`src/design/stt_pkg.sv`:
```
// Shared types, constants and helper functions for the source text tokenizer.
// No dependencies; every other file of the block imports this package.
package stt_pkg;

  localparam int PosBits      = 16;
  localparam int KeywordBytes = 8;
  localparam int OutBits      = 16;
  localparam int OutMax       = (2 ** OutBits) - 1;
  localparam int KwIdxBits    = $clog2(KeywordBytes);
  localparam int FifoDepth    = 4;
  localparam int FifoAw       = $clog2(FifoDepth);
  localparam int FifoCntBits  = $clog2(FifoDepth + 1);
  localparam int KwMaxLen     = 7;

  localparam logic [PosBits-1:0] PosMax = '1;

  typedef enum logic [4:0] {
    TK_INT        = 5'd0,
    TK_DECIMAL    = 5'd1,
    TK_IDENT      = 5'd2,
    TK_KW_INT     = 5'd3,
    TK_KW_DECIMAL = 5'd4,
    TK_KW_STRING  = 5'd5,
    TK_KW_IF      = 5'd6,
    TK_KW_ELSE    = 5'd7,
    TK_KW_INCLUDE = 5'd8,
    TK_STRING     = 5'd9,
    TK_PLUS       = 5'd10,
    TK_MINUS      = 5'd11,
    TK_STAR       = 5'd12,
    TK_SLASH      = 5'd13,
    TK_ASSIGN     = 5'd14,
    TK_EQ         = 5'd15,
    TK_BANG       = 5'd16,
    TK_NE         = 5'd17,
    TK_DOT        = 5'd18,
    TK_COMMA      = 5'd19,
    TK_COLON      = 5'd20,
    TK_SEMI       = 5'd21,
    TK_LPAREN     = 5'd22,
    TK_RPAREN     = 5'd23,
    TK_LBRACE     = 5'd24,
    TK_RBRACE     = 5'd25,
    TK_END        = 5'd26,
    TK_OPEN_STR   = 5'd27
  } tok_kind_e;

  typedef struct packed {
    tok_kind_e            kind;
    logic [OutBits-1:0]   start;
    logic [OutBits-1:0]   length;
    logic                 last;
  } tok_t;

  typedef logic [KeywordBytes-1:0][7:0] prefix_t;

  function automatic logic is_letter(logic [7:0] c);
    return (c == "_") || ((c >= "A") && (c <= "Z")) || ((c >= "a") && (c <= "z"));
  endfunction

  function automatic logic is_numeral(logic [7:0] c);
    return (c >= "0") && (c <= "9");
  endfunction

  function automatic logic is_space(logic [7:0] c);
    return ((c >= 8'd8) && (c <= 8'd13)) || (c == " ");
  endfunction

  // Single-character punctuators; hit is low for any other byte.
  function automatic tok_kind_e punct_kind(logic [7:0] c, output logic hit);
    tok_kind_e k;
    hit = 1'b1;
    k   = TK_PLUS;
    case (c)
      "+":     k = TK_PLUS;
      "-":     k = TK_MINUS;
      "*":     k = TK_STAR;
      "/":     k = TK_SLASH;
      ".":     k = TK_DOT;
      ",":     k = TK_COMMA;
      ":":     k = TK_COLON;
      ";":     k = TK_SEMI;
      "(":     k = TK_LPAREN;
      ")":     k = TK_RPAREN;
      "{":     k = TK_LBRACE;
      "}":     k = TK_RBRACE;
      default: hit = 1'b0;
    endcase
    return k;
  endfunction

  // Saturate a position or span to the output field width.
  function automatic logic [OutBits-1:0] clamp_out(logic [PosBits-1:0] v);
    logic [PosBits+OutBits-1:0] w;
    w = (PosBits + OutBits)'(v);
    if (w > (PosBits + OutBits)'(OutMax)) begin
      return '1;
    end
    return w[OutBits-1:0];
  endfunction

  // Exact keyword match; kw holds the keyword right-aligned, first byte highest.
  function automatic logic kw_hit(prefix_t pre, logic [PosBits-1:0] len,
                                  logic [KwMaxLen*8-1:0] kw, int kwlen);
    logic ok;
    ok = (len == PosBits'(kwlen));
    for (int i = 0; i < KeywordBytes; i++) begin
      if (i < kwlen) begin
        if (pre[i] != kw[(kwlen - 1 - i) * 8 +: 8]) begin
          ok = 1'b0;
        end
      end
    end
    return ok;
  endfunction

  function automatic tok_kind_e ident_kind(prefix_t pre, logic [PosBits-1:0] len);
    if (kw_hit(pre, len, (KwMaxLen*8)'("int"), 3))     return TK_KW_INT;
    if (kw_hit(pre, len, (KwMaxLen*8)'("decimal"), 7)) return TK_KW_DECIMAL;
    if (kw_hit(pre, len, (KwMaxLen*8)'("string"), 6))  return TK_KW_STRING;
    if (kw_hit(pre, len, (KwMaxLen*8)'("if"), 2))      return TK_KW_IF;
    if (kw_hit(pre, len, (KwMaxLen*8)'("else"), 4))    return TK_KW_ELSE;
    if (kw_hit(pre, len, (KwMaxLen*8)'("include"), 7)) return TK_KW_INCLUDE;
    return TK_IDENT;
  endfunction

endpackage

```
`src/design/stt_if.sv`:
```
// Valid/ready channel interfaces for source bytes and tokens.
// Depends on stt_pkg for the token kind type.
interface stt_char_if;
  logic       valid;
  logic       ready;
  logic [7:0] char_code;

  modport source (output valid, output char_code, input ready);
  modport sink (input valid, input char_code, output ready);
endinterface

interface stt_tok_if;
  import stt_pkg::*;

  logic               valid;
  logic               ready;
  tok_kind_e          token_kind;
  logic [OutBits-1:0] token_start;
  logic [OutBits-1:0] token_length;
  logic               last_of_run;

  modport source (output valid, output token_kind, output token_start,
                  output token_length, output last_of_run, input ready);
  modport sink (input valid, input token_kind, input token_start,
                input token_length, input last_of_run, output ready);
endinterface

```
`src/design/stt_tok_fifo.sv`:
```
// Small token queue: takes up to two tokens a cycle, drives the token channel.
// Depends on stt_pkg and stt_tok_if.
module stt_tok_fifo (
  input  logic                  clk_i,
  input  logic                  rst_ni,
  input  logic [1:0]            wr_num_i,
  input  stt_pkg::tok_t [1:0]   wr_tok_i,
  output logic                  room_o,
  stt_tok_if.source             tok_o
);
  import stt_pkg::*;

  tok_t [FifoDepth-1:0]   mem_q;
  logic [FifoAw-1:0]      rptr_q, rptr_d;
  logic [FifoAw-1:0]      wptr_q, wptr_d;
  logic [FifoCntBits-1:0] cnt_q, cnt_d;
  logic                   pop;
  logic [FifoAw-1:0]      wptr_nx;

  assign pop     = tok_o.valid && tok_o.ready;
  assign room_o  = (cnt_q <= FifoCntBits'(FifoDepth - 2));
  assign wptr_nx = wptr_q + FifoAw'(1);

  assign tok_o.valid        = (cnt_q != '0);
  assign tok_o.token_kind   = mem_q[rptr_q].kind;
  assign tok_o.token_start  = mem_q[rptr_q].start;
  assign tok_o.token_length = mem_q[rptr_q].length;
  assign tok_o.last_of_run  = mem_q[rptr_q].last;

  always_comb begin
    rptr_d = pop ? rptr_q + FifoAw'(1) : rptr_q;
    wptr_d = wptr_q + FifoAw'(wr_num_i);
    cnt_d  = cnt_q + FifoCntBits'(wr_num_i) - FifoCntBits'(pop);
  end

  always_ff @(posedge clk_i or negedge rst_ni) begin
    if (!rst_ni) begin
      rptr_q <= '0;
      wptr_q <= '0;
      cnt_q  <= '0;
    end else begin
      rptr_q <= rptr_d;
      wptr_q <= wptr_d;
      cnt_q  <= cnt_d;
    end
  end

  always_ff @(posedge clk_i) begin
    if (wr_num_i != 2'd0) begin
      mem_q[wptr_q] <= wr_tok_i[0];
    end
    if (wr_num_i == 2'd2) begin
      mem_q[wptr_nx] <= wr_tok_i[1];
    end
  end

endmodule

```
`src/design/source_text_tokenizer_core.sv`:
```
// Top level of the source text tokenizer: byte scanner plus token queue.
// Depends on stt_pkg, stt_if and stt_tok_fifo.
//
// Streaming lexer. One source byte is taken per clock cycle while the
// token queue has room; a zero byte ends the source, flushes any pending
// token, emits an end token and restarts offsets at zero. Each byte yields
// zero, one or two tokens (kind, start, length, last_of_run), which go into
// a four-entry token queue; the token port is driven straight from the
// queue head. The byte port is ready whenever the queue holds two or fewer
// tokens, so with the token side taking one token a cycle the block
// sustains one byte per cycle. A byte that breaks off a pending token and
// then yields one of its own puts two tokens in the queue, and the token
// port, at one token a cycle, sets the long-run rate for such input. There
// is no start-up sweep: the byte port is ready straight out of reset.
module source_text_tokenizer_core (
  input  logic       clk_i,
  input  logic       rst_ni,
  stt_char_if.sink   chr_i,
  stt_tok_if.source  tok_o
);
  import stt_pkg::*;

  typedef enum logic [2:0] {
    M_IDLE   = 3'd0,
    M_IDENT  = 3'd1,
    M_NUMBER = 3'd2,
    M_STRING = 3'd3,
    M_EQ     = 3'd4,
    M_BANG   = 3'd5
  } mode_e;

  mode_e              mode_q, mode_d;
  logic [PosBits-1:0] pos_q, pos_d;
  logic [PosBits-1:0] start_q, start_d;
  prefix_t            prefix_q, prefix_d;
  logic               dot_q, dot_d;

  logic               room;
  logic               acc;
  logic [7:0]         c;
  logic [PosBits-1:0] span;
  logic [PosBits-1:0] pos_inc;

  // pending token (broken off by this byte) and fresh token (from this byte)
  tok_t               p_tok, f_tok;
  logic               p_v, f_v;
  logic               done;
  logic               pun_hit;
  tok_kind_e          pun_kind;

  tok_t [1:0]         wr_tok;
  logic [1:0]         wr_num;

  assign c       = chr_i.char_code;
  assign acc     = chr_i.valid && room;
  assign chr_i.ready = room;
  assign span    = (pos_q >= start_q) ? pos_q - start_q : '0;
  assign pos_inc = (pos_q < PosMax) ? pos_q + PosBits'(1) : pos_q;

  always_comb begin
    mode_d   = mode_q;
    pos_d    = pos_q;
    start_d  = start_q;
    prefix_d = prefix_q;
    dot_d    = dot_q;
    p_v      = 1'b0;
    f_v      = 1'b0;
    p_tok    = '{kind: TK_END, start: clamp_out(start_q), length: clamp_out(span),
                 last: 1'b0};
    f_tok    = '{kind: TK_END, start: clamp_out(pos_q), length: '0, last: 1'b0};
    done     = 1'b0;
    pun_kind = punct_kind(c, pun_hit);

    // Finish or extend the pending token.
    case (mode_q)
      M_STRING: begin
        done = 1'b1;
        if (c == "\"") begin
          p_v        = 1'b1;
          p_tok.kind = TK_STRING;
          mode_d     = M_IDLE;
          pos_d      = pos_inc;
        end else if (c == 8'd0) begin
          // open string at end: error token, then the end token
          p_v        = 1'b1;
          p_tok.kind = TK_OPEN_STR;
          f_v        = 1'b1;
          mode_d     = M_IDLE;
          pos_d      = '0;
        end else begin
          pos_d = pos_inc;
        end
      end
      M_EQ, M_BANG: begin
        p_v    = 1'b1;
        mode_d = M_IDLE;
        if (c == "=") begin
          p_tok.kind   = (mode_q == M_EQ) ? TK_EQ : TK_NE;
          p_tok.length = OutBits'(2);
          pos_d        = pos_inc;
          done         = 1'b1;
        end else begin
          p_tok.kind   = (mode_q == M_EQ) ? TK_ASSIGN : TK_BANG;
          p_tok.length = OutBits'(1);
        end
      end
      M_IDENT: begin
        if (is_letter(c)) begin
          if (span < PosBits'(KeywordBytes)) begin
            prefix_d[span[KwIdxBits-1:0]] = c;
          end
          pos_d = pos_inc;
          done  = 1'b1;
        end else begin
          p_v        = 1'b1;
          p_tok.kind = ident_kind(prefix_q, span);
          mode_d     = M_IDLE;
        end
      end
      M_NUMBER: begin
        if (is_numeral(c)) begin
          pos_d = pos_inc;
          done  = 1'b1;
        end else if ((c == ".") && !dot_q) begin
          dot_d = 1'b1;
          pos_d = pos_inc;
          done  = 1'b1;
        end else begin
          p_v        = 1'b1;
          p_tok.kind = dot_q ? TK_DECIMAL : TK_INT;
          mode_d     = M_IDLE;
        end
      end
      default: begin
        mode_d = M_IDLE;
      end
    endcase

    // Handle the byte afresh when no pending token absorbed it.
    if (!done) begin
      if (c == 8'd0) begin
        f_v    = 1'b1;
        mode_d = M_IDLE;
        pos_d  = '0;
      end else begin
        pos_d = pos_inc;
        if (is_numeral(c)) begin
          mode_d  = M_NUMBER;
          start_d = pos_q;
          dot_d   = 1'b0;
        end else if (is_letter(c)) begin
          mode_d      = M_IDENT;
          start_d     = pos_q;
          prefix_d    = '0;
          prefix_d[0] = c;
        end else if (c == "\"") begin
          // content starts after the quote
          mode_d  = M_STRING;
          start_d = pos_inc;
        end else if (c == "=") begin
          mode_d  = M_EQ;
          start_d = pos_q;
        end else if (c == "!") begin
          mode_d  = M_BANG;
          start_d = pos_q;
        end else if (!is_space(c) && pun_hit) begin
          f_v          = 1'b1;
          f_tok.kind   = pun_kind;
          f_tok.length = OutBits'(1);
        end
      end
    end
  end

  // Pack tokens in order and mark the last one of this byte.
  always_comb begin
    wr_num    = {1'b0, p_v} + {1'b0, f_v};
    wr_tok[0] = p_v ? p_tok : f_tok;
    wr_tok[1] = f_tok;
    wr_tok[0].last = (wr_num == 2'd1);
    wr_tok[1].last = 1'b1;
    if (!acc) begin
      wr_num = 2'd0;
    end
  end

  always_ff @(posedge clk_i or negedge rst_ni) begin
    if (!rst_ni) begin
      mode_q   <= M_IDLE;
      pos_q    <= '0;
      start_q  <= '0;
      prefix_q <= '0;
      dot_q    <= 1'b0;
    end else if (acc) begin
      mode_q   <= mode_d;
      pos_q    <= pos_d;
      start_q  <= start_d;
      prefix_q <= prefix_d;
      dot_q    <= dot_d;
    end
  end

  stt_tok_fifo u_fifo (
    .clk_i    (clk_i),
    .rst_ni   (rst_ni),
    .wr_num_i (wr_num),
    .wr_tok_i (wr_tok),
    .room_o   (room),
    .tok_o    (tok_o)
  );

endmodule

```
`src/flat_wrapper.sv`:
```
// flat-port wrapper written by rule: the top's interface ports become plain ports
module source_text_tokenizer_core_flat import stt_pkg::*;
  (clk_i, rst_ni, chr_i_valid, chr_i_char_code, chr_i_ready, tok_o_valid, tok_o_token_kind, tok_o_token_start, tok_o_token_length, tok_o_last_of_run, tok_o_ready);
  stt_char_if chr_i_i ();
  stt_tok_if tok_o_i ();
  input  logic clk_i;
  input  logic rst_ni;
  input wire logic [$bits(chr_i_i.valid)-1:0] chr_i_valid;
  input wire logic [$bits(chr_i_i.char_code)-1:0] chr_i_char_code;
  output wire logic [$bits(chr_i_i.ready)-1:0] chr_i_ready;
  output wire logic [$bits(tok_o_i.valid)-1:0] tok_o_valid;
  output wire logic [$bits(tok_o_i.token_kind)-1:0] tok_o_token_kind;
  output wire logic [$bits(tok_o_i.token_start)-1:0] tok_o_token_start;
  output wire logic [$bits(tok_o_i.token_length)-1:0] tok_o_token_length;
  output wire logic [$bits(tok_o_i.last_of_run)-1:0] tok_o_last_of_run;
  input wire logic [$bits(tok_o_i.ready)-1:0] tok_o_ready;
  assign chr_i_i.valid = chr_i_valid;
  assign chr_i_i.char_code = chr_i_char_code;
  assign chr_i_ready = chr_i_i.ready;
  assign tok_o_valid = tok_o_i.valid;
  assign tok_o_token_kind = tok_o_i.token_kind;
  assign tok_o_token_start = tok_o_i.token_start;
  assign tok_o_token_length = tok_o_i.token_length;
  assign tok_o_last_of_run = tok_o_i.last_of_run;
  assign tok_o_i.ready = tok_o_ready;
  source_text_tokenizer_core u_core (.clk_i(clk_i), .rst_ni(rst_ni), .chr_i(chr_i_i), .tok_o(tok_o_i));
endmodule
```
`config.mk`:
```
export PLATFORM = sky130hd
export DESIGN_NAME = source_text_tokenizer_core_flat
export DESIGN_NICKNAME = d
export VERILOG_FILES = /design/src/design/stt_pkg.sv /design/src/design/stt_if.sv /design/src/design/stt_tok_fifo.sv /design/src/design/source_text_tokenizer_core.sv /design/src/flat_wrapper.sv
export SDC_FILE = /design/constraint.sdc
export NUM_CORES = 1
export LEC_CHECK = 0
export ABC_AREA = 1
export BUFFER_PORTS_ARGS = -buffer_cell sky130_fd_sc_hd__buf_2
export CAP_MARGIN = 20
export CORE_AREA = 2 2 171 173
export DETAILED_ROUTE_END_ITERATION = 8
export DIE_AREA = 0 0 173 175
export PLACE_DENSITY = 0.66
export SYNTH_ARGS = -nofsm -noshare
export SYNTH_HDL_FRONTEND = slang
export SYNTH_SLANG_ARGS = --single-unit
```
`constraint.sdc`:
```
create_clock -name clk_i -period 4 [get_ports clk_i]
set_clock_uncertainty 0.1 [all_clocks]
set_input_delay 1.2 -clock clk_i [delete_from_list [all_inputs] [get_ports clk_i]]
set_output_delay 1.2 -clock clk_i [all_outputs]
set_load 0.05 [all_outputs]
```
After elaboration in Yosys (flattened, before gate mapping)
Cells that the tools add are included.

Input bits: 12. Bits in registers: 259. Word-level logic and storage cells: 354.

Order comparisons: 19. Bitwise logic cells: 2. Reduce and logical (&&, ||, !) cells: 24. Mux-type cells: 213. Equal/unequal tests: 57. Add/sub/neg operators: 8.

Operators by type and width (count): 64-bit two-way mux (7); 16-bit two-way mux (22); 152-bit bitwise mux (2); 152-bit two-way mux (2); 8-bit by 7-bit != test with 1-bit output, second input constant (24); 5-bit two-way mux (32); 38-bit demux with 2-bit select (2); 38-bit two-way mux (4); 1-bit two-way mux (118); 8-bit by 6-bit equality test with 1-bit output, second input constant (14); 38-bit binary-select mux with 2-bit select (1); 64-bit bitwise mux (1); 16-bit one-hot mux with 4 select lines (1); 5-bit one-hot mux with 11 select lines (1); 16-bit by 3-bit equality test with 1-bit output, second input constant (3); 3-bit two-way mux (12); 16-bit by 2-bit equality test with 1-bit output, second input constant (2); 8-bit demux with 3-bit select (1); 8-bit by 7-bit equality test with 1-bit output, second input constant (3); 5-bit one-hot mux with 4 select lines (1); 16-bit by 1-bit adder with 16-bit output, second input constant (1); 16-bit greater-or-equal comparator (1); 8-bit by 7-bit greater-or-equal comparator with 1-bit output, second input constant (2); 8-bit by 7-bit <= comparator with 1-bit output, second input constant (2); other kinds (41) (64).

Depth between registers and ports, before layout
Word-level depth: 79. Gate-level depth with buffers: 26. Mapped depth without buffers: 24.

Cells and area by module
From an unflattened synthesis, not the netlist that was laid out.

Cell total of the unflattened synthesis: 2619. Area, all modules: 16345.7 um^2.

By module, submodules not included: stt_tok_fifo (instances 1, area an instance 8839.7 um^2, cells an instance 1455); source_text_tokenizer_core (instances 1, area an instance 7505.9 um^2, cells an instance 1164).

Worst setup path after synthesis
No wires, ideal clock.

Path kind: input to register. From: in chr_i_char_code[6]. To: reg u_core.u_fifo.cnt_q[2]. Stages on the path: 20. Arrival time: 3990 ps. Path buffers: 1. Slack: -218 ps. Setup time: 129 ps. Path through: inv_1 nand2_1 nor3_4 inv_2 nor3_4 inv_2 a21oi_2 inv_2 nand3_2 nor2_1 buf_6 clkinv_4 ha_1 inv_1 nor2_1 inv_2 ha_1 fa_1 xnor2_1 xor2_1.

Cells in the longest elaborated chain, start to end: 17. Elaborated cells between the ends (all ways): 63. Those cells by class: 3 x add/sub; 8 x order compare; 17 x eq/ne; 23 x mux; 12 x reduce/logical.

RTL lines: start, declared (line flat_wrapper.sv:9) `input wire logic [$bits(chr_i_i.char_code)-1:0] chr_i_char_code;`; 8-bit by 4-bit greater-or-equal comparator with 1-bit output / 8-bit by 4-bit <= comparator with 1-bit output (equally long branches) (line stt_pkg.sv:66) `return ((c >= 8'd8) && (c <= 8'd13)) || (c == " ");`; 1-bit logical AND (line stt_pkg.sv:66); 1-bit logical OR (line stt_pkg.sv:66); 1-bit logical NOT (line source_text_tokenizer_core.sv:166) `end else if (!is_space(c) && pun_hit) begin`; 1-bit logical AND (line source_text_tokenizer_core.sv:166); 1-bit two-way mux (line source_text_tokenizer_core.sv:166); 1-bit two-way mux (line source_text_tokenizer_core.sv:163) `end else if (c == "!") begin`; 1-bit two-way mux (line source_text_tokenizer_core.sv:160) `end else if (c == "=") begin`; (+2 left out); 1-bit two-way mux (line source_text_tokenizer_core.sv:147) `if (is_numeral(c)) begin`; 1-bit two-way mux (line source_text_tokenizer_core.sv:141) `if (c == 8'd0) begin`; 1-bit two-way mux (line source_text_tokenizer_core.sv:140) `if (!done) begin`; 1-bit by 1-bit adder with 2-bit output * (line source_text_tokenizer_core.sv:177) `wr_num = {1'b0, p_v} + {1'b0, f_v};`; 2-bit two-way mux * (line source_text_tokenizer_core.sv:182) `if (!acc) begin`; 3-bit by 2-bit adder with 3-bit output * (line stt_tok_fifo.sv:33) `cnt_d = cnt_q + FifoCntBits'(wr_num_i) - FifoCntBits'(pop);`; 3-bit by 1-bit subtractor with 3-bit output * (line stt_tok_fifo.sv:33); named net u_core.u_fifo.cnt_d[2] (line stt_tok_fifo.sv:16) `logic [FifoCntBits-1:0] cnt_q, cnt_d;`; end signal, assigned (line stt_tok_fifo.sv:44) `cnt_q <= cnt_d;`; end, declared (line stt_tok_fifo.sv:16).

The timed path passes the listed nets; every way through them passes the cells marked *. A chain may end at the register's enable or synchronous reset.

Worst setup path in the final report
From: reg u_core.u_fifo.rptr_q[1]. To: out tok_o_token_kind[1].

Cells in the longest elaborated chain, start to end: 2.

RTL lines: start, declared (line stt_tok_fifo.sv:14) `logic [FifoAw-1:0] rptr_q, rptr_d;`; start signal, assigned (line stt_tok_fifo.sv:42) `rptr_q <= rptr_d;`; 38-bit binary-select mux with 2-bit select (line stt_tok_fifo.sv:25) `assign tok_o.token_kind = mem_q[rptr_q].kind;`; 38-bit two-way mux; end, declared (line flat_wrapper.sv:12) `output wire logic [$bits(tok_o_i.token_kind)-1:0] tok_o_token_kind;`.

No other way between the ends. The select of a mux whose other input is x is not followed.

==> impl_results.md <==
* Outcome: finished clean
* Synth Instances at 1993
* Crit path time final at 3.75 ns
* Commonest non-fill, non-tap cell in the layout: nand2_1
* Cell family with most CP delay: buffers and inverters
* Clock root buffer master: clkbuf_16
* H-tree depth at 1
* Core area at 28400 µm²
* Fmax at 0.267 GHz
* Worst hold path class: register to register
* RSZ-0062 raised after global routing: false
* Max Root-Sink Buffers at 3
* Avg Inst Size Synth at 7.06 µm²
* Fin. max-slew vios at 0
* Reg clk slew, reported paths at 0.06 ns
* Register bit total from synthesis at 251
* Buffers plus inverters on the worst setup path at 3
* CP required at 2.70 ns
* Tot GR Track Use at 28.6%
* Hold_buf cts at 0
* CTS tree: done
* Ys flop type: dfxtp_1
* Setup violations, final at 0
* Final nets at 2106
* DRT Pass-1 Iters at 5
* GRT Residual Overflow at 0
* Layout cell share with drive strength beyond 1 at 13.6%
* Worst setup margin at 0.254 ns
* Pre-CTS WS at -0.263 ns
* Largest net degree at the start of global routing at 79
* DP Wirelength at 30.4 mm
* Most frequent cells in the layout: 380 x nand2_1, 209 x o21ai_0, 190 x inv_1
* Via Count at 14100
* Initial DRC count at 1313
* Cell area after synthesis at 14100 µm²
* IO Port Bufs at 51
* Final Hold Fails at 0
* CTS buffer count at 27
* Critical path's slowest cell: dfrtp_1
* Synthesized Nets at 2029
* EDFF count, synth at 0
* Die area at 30300 µm²
* Clk_lat worst skew at 0.56 ns
* DR WL/cell at 17.6 µm
* Total Wirelength at 43.5 mm
* Critical path depth at 5
* Synth-to-layout area growth at 16.3%
* Starting Density at 49.5%
* Final worst-path cycle share at 93.6%
* Residual DRC at 0
* Setup Buffers After CTS at 0
* Yosys warns at 0
* First-pass GRT wire length at 70.8 mm
* Critical Path Source Type: register
* R2R cell count at 22
* CP Class: register to output pin
* Placer congestion estimate at 0.996
* CTS sink cnt at 251
* Yosys cell types at 52
* CP Cell Sequence: inv_1, buf_4, o21ai_0, o22ai_1, buf_2
* Worst setup EP type: output pin
* Vias in the first global route at 13499
* DIE WIDTH at 173 µm
* Async set-reset flop share out of synthesis at 39.4%
* Maximum fanout along the worst path at 26
* Remaining antenna violation count at 0
* Initial antenna violation count at 1
* Cell Pwr Density at 945 nW/µm²
* Std cell rows at 62
* Resize count post-CTS at 0
* Worst-Margin Slew at 0.813 ns
* Die Y at 175 µm
* Seq/Total Area, Yosys at 39.3%
* Hold Path Depth at 1
* Slowest cell delay on critical path at 0.66 ns
* Worst EP arrival at 2.45 ns
* Max_slew headroom at 45.8%
* Max_cap viols at 0
* Final core area utilization at 57.6%
* LEAKAGE at 7.31 nW
* Worst vdd ir at 0.693 mV
* Top Ports at 52
* Via density at 5.70
==> stage by stage <==
| step | cell area (µm²) | TNS (ns) | hold slack (ns) | total power [mW] | cells |
|---|---|---|---|---|---|
| 2_1_floorplan | 14200 | -2.20 | 0.337 | 10.5 | 1993 |
| 3_3_place_gp | 15400 | -18.71 | 0.354 | 12.7 | 2425 |
| 3_5_place_dp | 15400 | -25.75 | 0.355 | 12.8 | 2425 |
| 4_1_cts | 16300 | 0 | 0.369 | 15.4 | 2474 |
| 5_1_grt | 16300 | 0 | 0.376 | 16.6 | 2475 |
| 6_report | 16300 | 0 | 0.367 | 15.5 | 2475 |
==> cell families after synthesis <==
group | count (synthesis) | share of synthesized area (%)
compound gates | 625 | 25.2
simple gates | 751 | 23.0
flops | 251 | 39.3
fa+ha+maj | 24 | 2.24
buf+inv | 322 | 8.98
xor+xnor | 20 | 1.25
==> path summary, 6_finish.rpt <==
kind,start,to,slack [ns]
min in group asynchronous,rst_ni,u_core.prefix_q[41],0.63
max in group asynchronous,rst_ni,u_core.start_q[13],2.42
min,u_core.prefix_q[6],u_core.prefix_q[6],0.37
max,u_core.u_fifo.rptr_q[1],tok_o_token_kind[1],0.25
max reg2reg,u_core.pos_q[0],u_core.prefix_q[6],0.35
min reg2reg,u_core.prefix_q[6],u_core.prefix_q[6],0.37
==> flip-flops by register name, indices dropped and copies added, names as in the netlist <==
name / flops
u_core.pos_q: 16
u_core.u_fifo.rptr_q: 2
u_core.u_fifo.cnt_q: 3
u_core.start_q: 16
u_core.prefix_q: 56
u_core.mode_q: 3
u_core.u_fifo.wptr_q: 2
u_core.dot_q: 1
u_core.u_fifo.mem_q: 152
==> Yosys cell counts (4+ instances only) <==
cell type,instances,share of area (%)
a31oi_1,4,0.18
o21ai_0,209,7.4
o22ai_1,52,2.3
nand3b_1,4,0.21
nand4_1,28,1.2
o211ai_1,17,0.91
clkbuf_1,86,2.3
a21boi_1,8,0.43
dfxtp_1,152,22
o21ai_1,51,1.8
ha_1,22,2.0
nor4_1,15,0.67
nor2_1,183,4.9
buf_6,4,0.32
nand3_1,77,2.7
xor2_1,18,1.1
inv_1,195,5.2
a21oi_1,181,6.4
dfrtp_1,99,18
nor3_2,4,0.28
buf_2,15,0.53
nand2_2,9,0.40
nand2_1,381,10
inv_2,18,0.48
a22oi_1,76,4.1
nor3_1,26,0.93
nor2_2,7,0.31
o21ai_2,12,0.75
==> report_power, final <==
group / total (mW) / internal (mW) / leakage (nW) / switching, mW
sequential: 4.24 / 3.60 / 2.57 / 0.640
clock: 2.56 / 1.50 / 0.437 / 1.06
combinational: 8.66 / 2.59 / 4.30 / 6.07
==> routing by layer <==
| metal | vias up | track usage [%] | share of wire, % |
|---|---|---|---|
| met5 | - | 0 | 0 |
| met3 | 81 | 2.89 | 5.3 |
| li1 | 6921 | - | - |
| met2 | 442 | 49.2 | 48 |
| met1 | 6656 | 37.9 | 44 |
| met4 | 0 | 9.00 | 2.5 |
==> worst reg2reg max path: stages (launching register included) <==
cell and delay [ns]:
dfrtp_1 0.43, inv_1 0.09, ha_1 0.24, fa_1 0.41, inv_1 0.10, nand2_1 0.05
nand2_1 0.08, nand3_1 0.12, nand3_1 0.14, nand2_1 0.09, nand2_4 0.23, nand3_1 0.12
nand2_1 0.09, nor2_1 0.09, nand2_2 0.11, inv_2 0.07, nand2_4 0.14, nor2_4 0.06
nand2_1 0.05, nand2_1 0.04, nand2_1 0.32, inv_1 0.10, or2_2 0.28
==> area by class of cell <==
| cell class | instances | area, µm² |
|---|---|---|
| Timing Repair Buffer | 154 | 1220 |
| Clock buffer | 39 | 751 |
| Sequential cell | 251 | 5520 |
| Fill cell | 2738 | 12000 |
| Tap cell | 384 | 480 |
| Inverter | 216 | 823 |
| Multi-Input combinational cell | 1420 | 7410 |
| Clock inverter | 10 | 143 |
| Antenna cell | 1 | 2.50 |
Power figures use the tool's default switching activity.
